### config.mk
export PLATFORM = sky130hd
export DESIGN_NAME = s256d_mid
export DESIGN_NICKNAME = d
export VERILOG_FILES = /design/src/hdl/s256d_pkg.sv /design/src/hdl/s256d_mid.sv
export SDC_FILE = /design/constraint.sdc
export NUM_CORES = 2
export LEC_CHECK = 0
export BUFFER_PORTS_ARGS = -buffer_cell sky130_fd_sc_hd__clkbuf_2
export CORE_MARGIN = 2
export CORE_UTILIZATION = 50
export DETAILED_ROUTE_END_ITERATION = 10
export PLACE_DENSITY_LB_ADDON = 0.2
export SYNTH_ARGS = -nofsm -noshare
export SYNTH_HDL_FRONTEND = slang
export SYNTH_SLANG_ARGS = --single-unit
### constraint.sdc
create_clock -name clk -period 16.95 [get_ports clk]
set_input_delay 1.695 -clock clk [delete_from_list [all_inputs] [get_ports clk]]
set_output_delay 1.695 -clock clk [all_outputs]
set_load 0.01 [all_outputs]
### src/hdl/s256d_pkg.sv
// ----------------------------------------------------------------------------
// s256d_pkg
// Shared types, round constants and SHA-256 round/schedule functions.
// ----------------------------------------------------------------------------
package s256d_pkg;

  typedef logic [31:0] word_t;
  typedef word_t [7:0] st_t;    // [0] = a ... [7] = h
  typedef word_t [15:0] win_t;  // message window, [0] is the word of this round

  typedef struct packed {
    logic  valid;
    word_t nonce;
    st_t   base;  // chaining value added back at the end of the compression
    st_t   v;
    win_t  w;
  } stg_t;

  localparam int HdrWords = 19;

  localparam logic OP_LOAD = 1'b0;
  localparam logic OP_HASH = 1'b1;

  localparam word_t PAD_ONE  = 32'h8000_0000;
  localparam word_t LEN_HDR  = 32'h0000_0480;
  localparam word_t LEN_DIG  = 32'h0000_0300;

  localparam st_t IV = {
    32'h9f75c9ad, 32'h8fd52e5b, 32'h475bbf30, 32'haa3ff126,
    32'hd338e869, 32'h6bb01122, 32'hb72074d4, 32'hdfa9bf2c
  };

  localparam word_t K [64] = '{
    32'h428a2f98, 32'h71374491, 32'hb5c0fbcf, 32'he9b5dba5,
    32'h3956c25b, 32'h59f111f1, 32'h923f82a4, 32'hab1c5ed5,
    32'hd807aa98, 32'h12835b01, 32'h243185be, 32'h550c7dc3,
    32'h72be5d74, 32'h80deb1fe, 32'h9bdc06a7, 32'hc19bf174,
    32'he49b69c1, 32'hefbe4786, 32'h0fc19dc6, 32'h240ca1cc,
    32'h2de92c6f, 32'h4a7484aa, 32'h5cb0a9dc, 32'h76f988da,
    32'h983e5152, 32'ha831c66d, 32'hb00327c8, 32'hbf597fc7,
    32'hc6e00bf3, 32'hd5a79147, 32'h06ca6351, 32'h14292967,
    32'h27b70a85, 32'h2e1b2138, 32'h4d2c6dfc, 32'h53380d13,
    32'h650a7354, 32'h766a0abb, 32'h81c2c92e, 32'h92722c85,
    32'ha2bfe8a1, 32'ha81a664b, 32'hc24b8b70, 32'hc76c51a3,
    32'hd192e819, 32'hd6990624, 32'hf40e3585, 32'h106aa070,
    32'h19a4c116, 32'h1e376c08, 32'h2748774c, 32'h34b0bcb5,
    32'h391c0cb3, 32'h4ed8aa4a, 32'h5b9cca4f, 32'h682e6ff3,
    32'h748f82ee, 32'h78a5636f, 32'h84c87814, 32'h8cc70208,
    32'h90befffa, 32'ha4506ceb, 32'hbef9a3f7, 32'hc67178f2
  };

  function automatic word_t rotr(input word_t x, input int n);
    rotr = (x >> n) | (x << (32 - n));
  endfunction

  function automatic word_t swap32(input word_t x);
    swap32 = {x[7:0], x[15:8], x[23:16], x[31:24]};
  endfunction

  function automatic st_t round_f(input st_t v, input word_t k, input word_t w);
    word_t e1, ch, t1, a0, mj, t2;
    st_t r;
    e1 = rotr(v[4], 6) ^ rotr(v[4], 11) ^ rotr(v[4], 25);
    ch = (v[4] & v[5]) ^ (~v[4] & v[6]);
    t1 = v[7] + e1 + ch + k + w;
    a0 = rotr(v[0], 2) ^ rotr(v[0], 13) ^ rotr(v[0], 22);
    mj = (v[0] & v[1]) ^ (v[0] & v[2]) ^ (v[1] & v[2]);
    t2 = a0 + mj;
    r[7] = v[6];
    r[6] = v[5];
    r[5] = v[4];
    r[4] = v[3] + t1;
    r[3] = v[2];
    r[2] = v[1];
    r[1] = v[0];
    r[0] = t1 + t2;
    round_f = r;
  endfunction

  // Advance the window by one word, appending the next schedule word.
  function automatic win_t shift_w(input win_t w);
    word_t s0, s1;
    win_t r;
    s0 = rotr(w[1], 7) ^ rotr(w[1], 18) ^ (w[1] >> 3);
    s1 = rotr(w[14], 17) ^ rotr(w[14], 19) ^ (w[14] >> 10);
    for (int i = 0; i < 15; i++) r[i] = w[i + 1];
    r[15] = w[0] + s0 + w[9] + s1;
    shift_w = r;
  endfunction

endpackage

### src/hdl/s256d_mid.sv
// ----------------------------------------------------------------------------
// s256d_mid
// Iterative first-block compression: one round per cycle from the fixed IV.
// ----------------------------------------------------------------------------
module s256d_mid import s256d_pkg::*; (
  input  logic clk,
  input  logic rst,
  input  logic start,
  input  win_t blk,
  output logic busy,
  output logic done,
  output st_t  mid
);

  localparam logic ST_IDLE = 1'b0;
  localparam logic ST_RUN  = 1'b1;

  logic       state;
  logic [5:0] cnt;
  st_t        v;
  win_t       w;

  always_ff @(posedge clk) begin
    if (rst) begin
      state <= ST_IDLE;
      cnt   <= '0;
    end else begin
      case (state)
        ST_IDLE: begin
          if (start) begin
            state <= ST_RUN;
            cnt   <= '0;
          end
        end
        ST_RUN: begin
          cnt <= cnt + 6'd1;
          if (cnt == 6'd63) begin
            state <= ST_IDLE;
          end
        end
        default: state <= ST_IDLE;
      endcase
    end
  end

  always_ff @(posedge clk) begin
    if (state == ST_IDLE && start) begin
      v <= IV;
      w <= blk;
    end else if (state == ST_RUN) begin
      v <= round_f(v, K[cnt], w[0]);
      w <= shift_w(w);
    end
  end

  assign busy = (state == ST_RUN);

  // high during the last round, so the state is fresh when busy drops
  assign done = (state == ST_RUN) && (cnt == 6'd63);

  always_comb begin
    for (int i = 0; i < 8; i++) mid[i] = IV[i] + v[i];
  end

endmodule

==> out/results.ini <==
[synthesis]
synth_xor_area_frac=0.09927
yosys.area.top_type=edfxtp_1
syn-num-nets=6666
avgSynthCellArea_sq_um=8.709
synthCells=5815
synth-async-reset-ratio=0
ys_seq_area_frac=0.4076
synthMuxAreaShare=0.01426
synth.cell_area_sq_um=50640
yosysMostFrequentCell=nand2_1
synth.distinct_cells=86
ys_seq_elements=775
synth_top_family_by_area=simple AND/OR/NAND/NOR gates
yosys_warnings=0
synth.top_cells.by_count=1760 x nand2_1, 512 x edfxtp_1, 382 x xnor2_1, 374 x o21ai_0, 321 x clkbuf_1
synthAdderAreaFrac=0.1165
yosys.area.top_type_share=0.3036
synth_edf_count=512
synthSimpleGateAreaFrac=0.1964
synth_top_flop_cell=edfxtp_1
yosys-top-cells-area=edfxtp_1 30%, nand2_1 13%, dfxtp_1 10%
synth-compound-area-share=0.1175

[die]
die_y_microns=322.3
fp-row-count=116
die_area_sq_um=103800
io_pins=773
start_util=0.5050
core_sq_um=100300
die_w_microns=322.3

[finish]
fillers=9176
fin_cells=7811
fin_nets=7220
drive_gt1_frac=0.1572
area_growth_syn_to_layout_pct=14.71

[timing]
max_freq_ghz=0.09864
tns_ns=0
timing.final.crit_share=0.5981
rsz0062_at_grt=no
finalClockSkew_ns=0.04745
drv_slew=0
setup_viol_count_final=0
period_minus_slack_ns=10.14
tightest_slew_ns=1.234
hold_viol=0
slew_headroom=0.1776

[setup_path]
worst-path-max-fanout=15
cpPeakStageDelay_ns=0.80
cpMaxStageDelayCell=ha_1
cp-end-kind=register
cp_common_cell=fa_1
startpoint_type=register
cp.required_ns=17.52
worstPathArrival_ns=10.71
path_class=reg2reg

[grt]
grt_first_pass_wirelength_microns=271600
groute.layer.met3.usage=0.06304
overflow=0
grt_busiest_layer=met2
grtUsageMet2=0.6091
grt_antenna_before_repair=24
grt_pass1_vias=41270
grt_max_degree=152
grt_use_met1=0.4434
grt.total_usage=0.3586

[clock_network]
cts_root_buf=clkbuf_16
post_cts_resized=0
post-cts-setup-buffers=0
cts_num_sinks=775
holdBufCountCts=0
insertion_delay_ns=0.69
path_clk_slew_ns=0.06
cts_max_level=3
cts.path.max_buffers=3
cts_buffers=86
cts_tree=built

[routing]
drtAntennaViolNets=0
drt_iter0_drc=4956
post_drt_wl_per_cell_microns=24.37
remaining_drc_errors=0
firstDrtPassIters=7
routed_via_density=5.595
vias=43710
wirelength_microns=190400

[placement]
dp_cells=7638
hpwl_microns=147500
gp_congestion=1.029
portBuffers=772

[outcome]
outcome=completed

[run]
drv_cap=0

[min_path]
hold_class=reg2reg

[sequential cells by signal (all words and copies together) (netlist names)]
register  flops
busy          1
cnt           6
v           256
w           512
[final cells by class]
cell class	count	area, sq um	share of cell area
Tap cell	1357	1698	0.02923
Sequential cell	775	20650	0.3554
Antenna cell	16	40.04	0.0006892
Timing Repair Buffer	827	4283	0.07372
Clock buffer	119	2377	0.04092
Clock inverter	38	425.4	0.007323
Multi-Input combinational cell	4398	27560	0.4744
Inverter	281	1062	0.01829
[through the flow]
step	utilization	worst slack [ns]	hold slack, ns	area, sq um
6_report	0.5793	6.812	0.4893	58090
3_3_place_gp	0.5509	7.339	0.4673	55250
5_1_grt	0.5792	6.092	0.5172	58080
2_1_floorplan	-	7.434	0.4719	50640
4_1_cts	0.5789	7.072	0.4888	58050
3_5_place_dp	0.5509	7.152	0.4724	55250
[critical path, delay by kind of cell, from the launching register on]
family,cells,cell delay [ns]
adders and majority gates,8,3.87
and+or+nand+nor,6,0.93
muxes,1,0.18
xor gates and xnor gates,1,0.25
buffers and inverters,2,0.52
AOI/OAI and AO/OA,13,3.54
DFF,1,0.68
[per-layer routing]
| layer | vias to the layer above | part of all wire |
|---|---|---|
| li1 | 20370 | - |
| met5 | - | 0.00088 |
| met1 | 21040 | 0.38 |
| met2 | 1893 | 0.49 |
| met4 | 24 | 0.052 |
| met3 | 372 | 0.076 |
[final timing paths]
kind / startpoint / endpoint / slack (ns) / cells past startpoint
worst max-delay path: cnt[0] / v[28] / 6.81 / 31
worst min-delay path: v[154] / v[154] / 0.49 / 1
worst min register to register: v[154] / v[154] / 0.49 / 1
worst max register to register: cnt[0] / v[28] / 6.81 / 31
[cell families (layout without fill, tap and decap cells)]
logic type,count (synthesis),in the layout
AND/OR/NAND/NOR,2432,2432
AO/OA/AOI/OAI,974,974
flip-flops,775,775
buffers and inverters,642,1265
XOR/XNOR,574,574
adder cells (fa/ha/maj),365,365
multiplexers,53,53
other,0,16
[layout by cell type, fill, tap and decap left out, types with 18 or more instances in the layout]
| cell type | instances |
|---|---|
| mux2i_1 | 26 |
| xnor2_1 | 382 |
| o31ai_1 | 30 |
| ha_1 | 149 |
| nor2b_1 | 18 |
| nand2b_1 | 119 |
| dfxtp_1 | 260 |
| a31oi_1 | 33 |
| a211oi_1 | 26 |
| nand2_1 | 1760 |
| a21oi_1 | 238 |
| a22o_1 | 19 |
| o21ai_0 | 374 |
| clkbuf_2 | 771 |
| and3_1 | 23 |
| edfxtp_1 | 512 |
| clkbuf_16 | 87 |
| inv_1 | 278 |
| nor3_1 | 69 |
| o21a_1 | 33 |
| clkbuf_1 | 24 |
| maj3_1 | 29 |
| a21o_1 | 72 |
| nor2_1 | 312 |
| xor2_1 | 192 |
| o21bai_1 | 20 |
| buf_4 | 55 |
| nand3_1 | 52 |
| fa_1 | 187 |
Power is left out: the tool's default activity adds up to more than one toggle a clock period on the data nets, which glitch-free logic cannot reach.
